$ cat src/design/ddo_pkg.sv
package ddo_pkg;

    // field and datapath widths
    localparam int ANGLE_W   = 32;
    localparam int STAMP_W   = 32;
    localparam int SPEED_W   = 32;
    localparam int CFG_W     = 16;
    localparam int DELTA_W   = ANGLE_W + 1;     // exact angle delta
    localparam int MAG_W     = ANGLE_W + 2;     // |dR +/- dL|
    localparam int COEF_W    = 36;              // radius * 1e6 fits here
    localparam int CHUNK_W   = MAG_W / 2;       // multiplier operand slice
    localparam int PP_W      = COEF_W + CHUNK_W;
    localparam int NUM_W     = COEF_W + MAG_W;  // full numerator product
    localparam int DEN_W     = CFG_W + STAMP_W; // separation * dt
    localparam int Q_W       = SPEED_W;
    localparam int HI_W      = NUM_W - Q_W;
    localparam int CNT_W     = $clog2(Q_W);

    // configuration register indexes
    localparam int CFG_IDX_W = 1;
    localparam logic [CFG_IDX_W-1:0] CFG_RADIUS     = 1'd0;
    localparam logic [CFG_IDX_W-1:0] CFG_SEPARATION = 1'd1;

    localparam logic [CFG_W-1:0] RADIUS_RST     = 16'd2163;   // 0.033 m
    localparam logic [CFG_W-1:0] SEPARATION_RST = 16'd11141;  // 0.17 m

    // us -> s and Q16.16 scaling folded into constants
    localparam logic [19:0] LIN_K     = 20'd15625;
    localparam logic [19:0] ANG_K     = 20'd1000000;
    localparam int          LIN_SHIFT = 11;

    localparam logic [Q_W-1:0] SAT_POS = 32'h7FFF_FFFF;
    localparam logic [Q_W-1:0] SAT_NEG = 32'h8000_0000;

    typedef struct packed {
        logic done;
        logic ovf;
    } t_div_stat;

endpackage

$ cat src/design/ddo_div.sv
module ddo_div (
    input  logic                      i_clk,
    input  logic                      i_rst_n,
    input  logic                      i_start,
    input  logic [ddo_pkg::NUM_W-1:0] i_num,
    input  logic [ddo_pkg::DEN_W-1:0] i_den,
    output logic [ddo_pkg::Q_W-1:0]   o_quot,
    output ddo_pkg::t_div_stat        o_stat
);
    import ddo_pkg::*;

    logic             r_run;
    logic             r_done;
    logic             r_ovf;
    logic [CNT_W-1:0] r_cnt;
    logic [DEN_W-1:0] r_rem;
    logic [DEN_W-1:0] r_den;
    logic [Q_W-1:0]   r_low;
    logic [Q_W-1:0]   r_q;

    logic [HI_W-1:0]  w_hi;
    logic             w_hi_ovf;
    logic [DEN_W:0]   w_trial;
    logic [DEN_W:0]   w_diff;
    logic             w_ge;

    // quotient fits 32 bits only if num / 2^32 < den
    assign w_hi     = i_num[NUM_W-1:Q_W];
    assign w_hi_ovf = DEN_W'(w_hi) >= i_den;

    assign w_trial = {r_rem, r_low[Q_W-1]};
    assign w_diff  = w_trial - {1'b0, r_den};
    assign w_ge    = w_trial >= {1'b0, r_den};

    always_ff @(posedge i_clk) begin
        if (!i_rst_n) begin
            r_run  <= 1'b0;
            r_done <= 1'b0;
            r_ovf  <= 1'b0;
            r_cnt  <= '0;
        end else begin
            r_done <= 1'b0;
            if (i_start) begin
                r_den <= i_den;
                r_rem <= DEN_W'(w_hi);
                r_low <= i_num[Q_W-1:0];
                r_q   <= '0;
                r_cnt <= '0;
                if (i_num == '0) begin
                    r_ovf  <= 1'b0;
                    r_done <= 1'b1;
                end else if (w_hi_ovf) begin
                    r_ovf  <= 1'b1;
                    r_done <= 1'b1;
                end else begin
                    r_ovf <= 1'b0;
                    r_run <= 1'b1;
                end
            end else if (r_run) begin
                r_rem <= w_ge ? w_diff[DEN_W-1:0] : w_trial[DEN_W-1:0];
                r_low <= r_low << 1;
                r_q   <= {r_q[Q_W-2:0], w_ge};
                r_cnt <= r_cnt + 1'b1;
                if (r_cnt == CNT_W'(Q_W - 1)) begin
                    r_run  <= 1'b0;
                    r_done <= 1'b1;
                end
            end
        end
    end

    assign o_quot      = r_q;
    assign o_stat.done = r_done;
    assign o_stat.ovf  = r_ovf;

endmodule

$ cat src/design/diff_drive_odometry_velocity_top.sv
// Channel   Direction  Handshake               Payload
// in        sink       i_in_valid / o_in_stall   left_angle, right_angle, stamp_us
// out       source     o_out_valid / i_out_stall linear_speed, angular_speed, zero_interval, clipped
// cfg       sink       i_cfg_valid / o_cfg_ready cfg_index, cfg_data
//
// One item at a time: two passes, linear then angular, each bound by the shared
// 32-step radix-2 divider; a pass ends early when its numerator is zero or the
// quotient overflows, and a zero dt skips both passes.
// Synchronous active-low reset clears the sequencer, the previous sample and
// restores the default wheel geometry.
// The result sits in an output register; a stalled result holds the sequencer
// in its final state only when the next result is ready before it is taken.
module diff_drive_odometry_velocity_top (
    input  logic                                i_clk,
    input  logic                                i_rst_n,
    input  logic                                i_in_valid,
    output logic                                o_in_stall,
    input  logic signed [ddo_pkg::ANGLE_W-1:0]  i_left_angle,
    input  logic signed [ddo_pkg::ANGLE_W-1:0]  i_right_angle,
    input  logic        [ddo_pkg::STAMP_W-1:0]  i_stamp_us,
    output logic                                o_out_valid,
    input  logic                                i_out_stall,
    output logic signed [ddo_pkg::SPEED_W-1:0]  o_linear_speed,
    output logic signed [ddo_pkg::SPEED_W-1:0]  o_angular_speed,
    output logic                                o_zero_interval,
    output logic                                o_clipped,
    input  logic                                i_cfg_valid,
    output logic                                o_cfg_ready,
    input  logic        [ddo_pkg::CFG_IDX_W-1:0] i_cfg_index,
    input  logic        [ddo_pkg::CFG_W-1:0]    i_cfg_data
);
    import ddo_pkg::*;

    localparam logic [2:0] S_IDLE   = 3'd0;
    localparam logic [2:0] S_COEF   = 3'd1;
    localparam logic [2:0] S_MUL0   = 3'd2;
    localparam logic [2:0] S_MUL1   = 3'd3;
    localparam logic [2:0] S_MUL2   = 3'd4;
    localparam logic [2:0] S_DSTART = 3'd5;
    localparam logic [2:0] S_DWAIT  = 3'd6;
    localparam logic [2:0] S_FIN    = 3'd7;

    logic [2:0]         r_state;
    logic               r_phase;    // 0: linear, 1: angular
    logic [CFG_W-1:0]   r_wheel_radius;
    logic [CFG_W-1:0]   r_wheel_separation;
    logic [ANGLE_W-1:0] r_last_left;
    logic [ANGLE_W-1:0] r_last_right;
    logic [STAMP_W-1:0] r_last_stamp;

    logic [STAMP_W-1:0] r_dt;
    logic [MAG_W-1:0]   r_lin_mag;
    logic               r_lin_neg;
    logic [MAG_W-1:0]   r_ang_mag;
    logic               r_ang_neg;
    logic [COEF_W-1:0]  r_coef;
    logic [DEN_W-1:0]   r_den;
    logic [PP_W-1:0]    r_pp;
    logic [NUM_W-1:0]   r_acc;
    logic [SPEED_W-1:0] r_lin;
    logic [SPEED_W-1:0] r_ang;
    logic               r_zero;
    logic               r_clip;

    logic               r_out_valid;
    logic [SPEED_W-1:0] r_out_lin;
    logic [SPEED_W-1:0] r_out_ang;
    logic               r_out_zero;
    logic               r_out_clip;

    logic               w_in_take;
    logic               w_out_take;
    logic               w_out_load;
    logic [DELTA_W-1:0] w_dl;
    logic [DELTA_W-1:0] w_dr;
    logic [MAG_W-1:0]   w_sum;
    logic [MAG_W-1:0]   w_diff;
    logic [STAMP_W-1:0] w_dt;
    logic [MAG_W-1:0]   w_mag;
    logic               w_neg;
    logic [CHUNK_W-1:0] w_chunk;
    logic [PP_W-1:0]    w_pp;
    logic               w_div_start;
    logic [Q_W-1:0]     w_quot;
    t_div_stat          w_div_stat;
    logic [Q_W-1:0]     w_limit;
    logic               w_sat;
    logic [Q_W-1:0]     w_qsat;
    logic [Q_W-1:0]     w_res;

    assign w_in_take  = i_in_valid && !o_in_stall;
    assign w_out_take = r_out_valid && !i_out_stall;
    assign w_out_load = (r_state == S_FIN) && (!r_out_valid || !i_out_stall);

    assign w_dl  = {i_left_angle[ANGLE_W-1], i_left_angle}
                 - {r_last_left[ANGLE_W-1], r_last_left};
    assign w_dr  = {i_right_angle[ANGLE_W-1], i_right_angle}
                 - {r_last_right[ANGLE_W-1], r_last_right};
    assign w_sum  = {w_dr[DELTA_W-1], w_dr} + {w_dl[DELTA_W-1], w_dl};
    assign w_diff = {w_dr[DELTA_W-1], w_dr} - {w_dl[DELTA_W-1], w_dl};
    assign w_dt   = i_stamp_us - r_last_stamp;

    assign w_mag   = r_phase ? r_ang_mag : r_lin_mag;
    assign w_neg   = r_phase ? r_ang_neg : r_lin_neg;
    // one shared 36x17 multiplier, low slice then high slice
    assign w_chunk = (r_state == S_MUL0) ? w_mag[CHUNK_W-1:0]
                                         : w_mag[MAG_W-1:CHUNK_W];
    assign w_pp    = PP_W'(r_coef) * PP_W'(w_chunk);

    assign w_div_start = (r_state == S_DSTART);

    ddo_div u_div (
        .i_clk   (i_clk),
        .i_rst_n (i_rst_n),
        .i_start (w_div_start),
        .i_num   (r_acc),
        .i_den   (r_den),
        .o_quot  (w_quot),
        .o_stat  (w_div_stat)
    );

    assign w_limit = w_neg ? SAT_NEG : SAT_POS;
    assign w_sat   = w_div_stat.ovf || (w_quot > w_limit);
    assign w_qsat  = w_sat ? w_limit : w_quot;
    assign w_res   = w_neg ? (Q_W'(0) - w_qsat) : w_qsat;

    always_ff @(posedge i_clk) begin
        if (!i_rst_n) begin
            r_state            <= S_IDLE;
            r_phase            <= 1'b0;
            r_wheel_radius     <= RADIUS_RST;
            r_wheel_separation <= SEPARATION_RST;
            r_last_left        <= '0;
            r_last_right       <= '0;
            r_last_stamp       <= '0;
            r_out_valid        <= 1'b0;
        end else begin
            if (i_cfg_valid && o_cfg_ready) begin
                if (i_cfg_index == CFG_RADIUS) begin
                    r_wheel_radius <= i_cfg_data;
                end else if (i_cfg_index == CFG_SEPARATION) begin
                    r_wheel_separation <= i_cfg_data;
                end
            end

            if (w_out_load) begin
                r_out_valid <= 1'b1;
            end else if (w_out_take) begin
                r_out_valid <= 1'b0;
            end

            unique case (r_state)
                S_IDLE: begin
                    if (w_in_take) begin
                        r_last_left  <= i_left_angle;
                        r_last_right <= i_right_angle;
                        r_last_stamp <= i_stamp_us;
                        r_dt         <= w_dt;
                        r_lin_neg    <= w_sum[MAG_W-1];
                        r_lin_mag    <= w_sum[MAG_W-1] ? (MAG_W'(0) - w_sum) : w_sum;
                        r_ang_neg    <= w_diff[MAG_W-1];
                        r_ang_mag    <= w_diff[MAG_W-1] ? (MAG_W'(0) - w_diff) : w_diff;
                        r_lin        <= '0;
                        r_ang        <= '0;
                        r_clip       <= 1'b0;
                        r_zero       <= (w_dt == '0);
                        r_phase      <= 1'b0;
                        r_state      <= (w_dt == '0) ? S_FIN : S_COEF;
                    end
                end
                S_COEF: begin
                    if (r_phase) begin
                        r_coef <= COEF_W'(r_wheel_radius) * COEF_W'(ANG_K);
                        r_den  <= DEN_W'(r_wheel_separation) * DEN_W'(r_dt);
                    end else begin
                        r_coef <= COEF_W'(r_wheel_radius) * COEF_W'(LIN_K);
                        r_den  <= DEN_W'(r_dt) << LIN_SHIFT;
                    end
                    r_state <= S_MUL0;
                end
                S_MUL0: begin
                    r_pp    <= w_pp;
                    r_state <= S_MUL1;
                end
                S_MUL1: begin
                    r_acc   <= NUM_W'(r_pp);
                    r_pp    <= w_pp;
                    r_state <= S_MUL2;
                end
                S_MUL2: begin
                    r_acc   <= r_acc + (NUM_W'(r_pp) << CHUNK_W);
                    r_state <= S_DSTART;
                end
                S_DSTART: begin
                    r_state <= S_DWAIT;
                end
                S_DWAIT: begin
                    if (w_div_stat.done) begin
                        r_clip <= r_clip | w_sat;
                        if (r_phase) begin
                            r_ang   <= w_res;
                            r_state <= S_FIN;
                        end else begin
                            r_lin   <= w_res;
                            r_phase <= 1'b1;
                            r_state <= S_COEF;
                        end
                    end
                end
                S_FIN: begin
                    if (w_out_load) begin
                        r_state <= S_IDLE;
                    end
                end
            endcase
        end
    end

    always_ff @(posedge i_clk) begin
        if (w_out_load) begin
            r_out_lin  <= r_lin;
            r_out_ang  <= r_ang;
            r_out_zero <= r_zero;
            r_out_clip <= r_clip;
        end
    end

    assign o_in_stall      = (r_state != S_IDLE);
    assign o_cfg_ready     = 1'b1;
    assign o_out_valid     = r_out_valid;
    assign o_linear_speed  = r_out_lin;
    assign o_angular_speed = r_out_ang;
    assign o_zero_interval = r_out_zero;
    assign o_clipped       = r_out_clip;

    a_zero_gives_rest: assert property (@(posedge i_clk) disable iff (!i_rst_n)
        (o_out_valid && o_zero_interval) |->
            (o_linear_speed == '0 && o_angular_speed == '0 && !o_clipped))
        else $error("zero interval result with nonzero speed or clip");

    a_busy_after_take: assert property (@(posedge i_clk) disable iff (!i_rst_n)
        w_in_take |=> o_in_stall)
        else $error("input taken but sequencer not busy");

    a_div_done_waited: assert property (@(posedge i_clk) disable iff (!i_rst_n)
        w_div_stat.done |-> (r_state == S_DWAIT))
        else $error("divider finished outside wait state");

    a_start_once: assert property (@(posedge i_clk) disable iff (!i_rst_n)
        w_div_start |=> !w_div_start)
        else $error("divider started twice in a row");

endmodule

$ cat config.mk
export PLATFORM = sky130hd
export DESIGN_NAME = diff_drive_odometry_velocity_top
export DESIGN_NICKNAME = d
export VERILOG_FILES = /design/src/design/ddo_pkg.sv /design/src/design/ddo_div.sv /design/src/design/diff_drive_odometry_velocity_top.sv
export SDC_FILE = /design/constraint.sdc
export NUM_CORES = 2
export LEC_CHECK = 0
export BUFFER_PORTS_ARGS = -buffer_cell sky130_fd_sc_hd__buf_4
export CAP_MARGIN = 20
export CORE_ASPECT_RATIO = 0.9
export CORE_MARGIN = 4
export CORE_UTILIZATION = 50
export DETAILED_ROUTE_END_ITERATION = 6
export GPL_TIMING_DRIVEN = 1
export PLACE_DENSITY = 0.73
export SETUP_SLACK_MARGIN = 0.05
export SLEW_MARGIN = 20
export SYNTH_ARGS = -nofsm -noshare
export SYNTH_HDL_FRONTEND = slang
export SYNTH_SLANG_ARGS = --single-unit
export TNS_END_PERCENT = 50
$ cat constraint.sdc
create_clock -name i_clk -period 28.8 [get_ports i_clk]
set_input_delay 5.76 -clock i_clk [delete_from_list [all_inputs] [get_ports i_clk]]
set_output_delay 5.76 -clock i_clk [all_outputs]
set_load 0.02 [all_outputs]
==> flow_metrics.tcl <==
set metrics [dict create \
    outcome "complete, but fails checks" \
    violations "DRC" \
    slew_headroom_pct 31.66 \
    clkTransAtPathRegs_ns 0.06 \
    vias 63732 \
    layout_commonest_cell "inv_1" \
    drtIter0Drc 5414 \
    grt_max_degree 103 \
    drv_slew 0 \
    hold_violations 0 \
    worst_clock_skew_ns 0.07298 \
    critPathCaptureType "register" \
    setup_viol 0 \
    hold_buffers 0 \
    die_area_mm2 0.1727 \
    synth-main-ff-cell "edfxtp_1" \
    antenna_left 0 \
    drive_gt1_share_pct 5.952 \
    postCtsSetupBuffers 0 \
    io_buffers 185 \
    synth_edf_count 600 \
    synth-seq-cells 741 \
    synthCells 8987 \
    worst_r2r_path_depth 27 \
    ios 187 \
    cts_tree "yes" \
    insertion_delay_ns 0.74 \
    hpwlAfterDp_um 169400 \
    syn_nets 10782 \
    cts_max_path_buffers 3 \
    cts_buffers 84 \
    die_x_um 437.6 \
    fin_setup_tns_ns 0 \
    critPathRequiredTime_ns 29.20 \
    wire_per_inst_um 19.72 \
    fin_crit_ns 11.81 \
    synth.cell_area_mm2 0.08305 \
    rows 141 \
    drt-total-wl_um 222000 \
    worst_hold_slack_ns 0.4169 \
    root_buffer "clkbuf_16" \
    antenna_found_initial 0 \
    grt_pass1_wl_um 356200 \
    yosysWarnings 0 \
    synthDistinctLibCells 96 \
    ctsResizeCount 0 \
    seq_area_frac_synth_pct 25.09 \
    synth_top_area_share_pct 23.84 \
    core_area_mm2 0.1646 \
    multiInputGateArea_mm2 0.05546 \
    r2r_end "r_pp[48]$_DFFE_PP_" \
    worstPathArrival_ns 12.22 \
    num_antenna_cells 0 \
    max_clock_freq_mhz 84.64 \
    path_max_fanout 24 \
    htree_num_levels 3 \
    dp_slack_ns 16.39 \
    final.setup.worst_slack_ns 16.99 \
    fill_cells 14406 \
    ff2ff_setup_slack_ns 18.85 \
    drc 1 \
    fin_nets 10765 \
    syn_area_per_cell_um2 9.241 \
    grt-ovfl-total 0 \
    die-height_um 394.6 \
    syn_to_final_growth_pct 7.788 \
    gp_congestion 0.9401 \
    viasPerCell 5.663 \
    endpoint "r_ang_mag[22]$_DFFE_PP_" \
    max_cap_viol_count 0 \
    regArea_mm2 0.02085 \
    min_path_type "register to register" \
    crit_start "i_left_angle[0]" \
    grt_pass1_vias 65550 \
    utilization_pct 54.38 \
    worstSetupPathType "input port to register" \
    synth_area_leaders "fa_1 24%, edfxtp_1 22%, ha_1 10%, inv_1 6.6%, nand2_1 6.1%" \
    initial_core_util_pct 50.45 \
    grtUsageTotal_pct 25.73 \
    drtPass1Iterations 7 \
    rsz0062_at_grt "no" \
    synth_top_cell_by_area "fa_1" \
    startpoint_type "input port" \
    tightest_slew_ns 1.025 \
    fin_crit_sh_pct 41.02 \
    clock_sinks 741 \
    layout.cells.most_common_list "1456 x inv_1, 1346 x nand2_1, 989 x fa_1" \
    r2r-start "r_phase$_SDFFE_PN0P_" \
    postSynth.asyncResetShare_pct 0 \
]
[area by class of cell]
cell class	count	area share, %
sequential	741	23.29
clock buffer	109	2.544
timing repair buffer	266	2.280
multi-input combinational	6417	61.96
inverter	1460	6.125
clock inverter	46	0.7017
tap	2216	3.097
[cell families (layout without fill, tap and decap cells)]
group | after synthesis | after routing | share of synthesized area (%)
xor gates and xnor gates | 407 | 407 | 4.292
muxes | 76 | 76 | 1.222
AOI/OAI and AO/OA | 1500 | 1500 | 11.36
and+or+nand+nor | 2756 | 2756 | 15.55
other | 1 | 1 | 0.004515
adders and majority gates | 1677 | 1677 | 34.21
DFF | 741 | 741 | 25.09
buffers and inverters | 1829 | 1881 | 8.277
[cell usage after synthesis (141+ instances only)]
library cell  instances
a21o_1              234
a21oi_1             603
and2_1              476
clkbuf_1            341
dfxtp_1             141
edfxtp_1            600
fa_1                989
ha_1                688
inv_1              1456
nand2_1            1347
nor2_1              353
o21ai_0             219
xnor2_1             270
[worst max-delay path: stages]
cell and delay (ns):
buf_4 0.12, inv_1 0.05, ha_1 0.16, inv_1 0.06, fa_1 0.41, a21o_1 0.18, a21oi_1 0.23, o21bai_1 0.09
a21oi_1 0.24, o21ai_0 0.25, a41oi_1 0.41, a21oi_1 0.12, a21oi_1 0.25, o21ai_0 0.15, xor2_1 0.18, ha_1 0.47
nor4_1 0.47, nand2_1 0.11, o2bb2ai_1 0.34, o21ai_1 0.21, o31ai_1 0.43, a221oi_1 0.18, or2_2 0.30, a22oi_1 0.19
buf_4 0.31, inv_1 0.25, o21ai_0 0.17, xnor2_1 0.10
[flip-flops by register name (all words and copies together) (netlist names), 33 cells and up]
name,flops
r_pp,53
r_ang_mag,33
u_div.r_rem,48
r_lin_mag,34
r_acc,70
r_den,48
u_div.r_den,48
r_coef,36
[per-layer routing]
| metal | vias up | routed length [µm] | GRT usage [%] |
|---|---|---|---|
| met2 | 2655 | 101100 | 41.32 |
| li1 | 29237 | - | - |
| met1 | 31315 | 92350 | 34.53 |
| met4 | 0 | 10320 | 10.65 |
| met3 | 525 | 18230 | 4.577 |
| met5 | - | 0 | 0 |
[how the worst min path moves through the flow]
stage                                    endpoint           startpoint  cells after the start
finish              o_angular_speed[19]$_DFFE_PP_  r_ang[19]$_DFFE_PP_                      0
global route        o_angular_speed[24]$_DFFE_PP_  r_ang[24]$_DFFE_PP_                      0
CTS                     o_zero_interval$_DFFE_PP_     r_zero$_DFFE_PP_                      0
detailed placement  o_angular_speed[19]$_DFFE_PP_  r_ang[19]$_DFFE_PP_                      0
global placement      o_linear_speed[4]$_DFFE_PP_   r_lin[4]$_DFFE_PP_                      0
floorplan            o_angular_speed[0]$_DFFE_PP_   r_ang[0]$_DFFE_PP_                      0
[per-stage QoR]
| stage | instance area [µm²] | cells |
|---|---|---|
| finish | 89520 | 11255 |
| global route | 89520 | 11255 |
| CTS | 89480 | 11254 |
| detailed placement | 86580 | 11099 |
| global placement | 86550 | 11098 |
| floorplan | 83050 | 8987 |
Power is not shown: default switching activity piles up to over one toggle a cycle in this logic, so the estimate is an artifact.
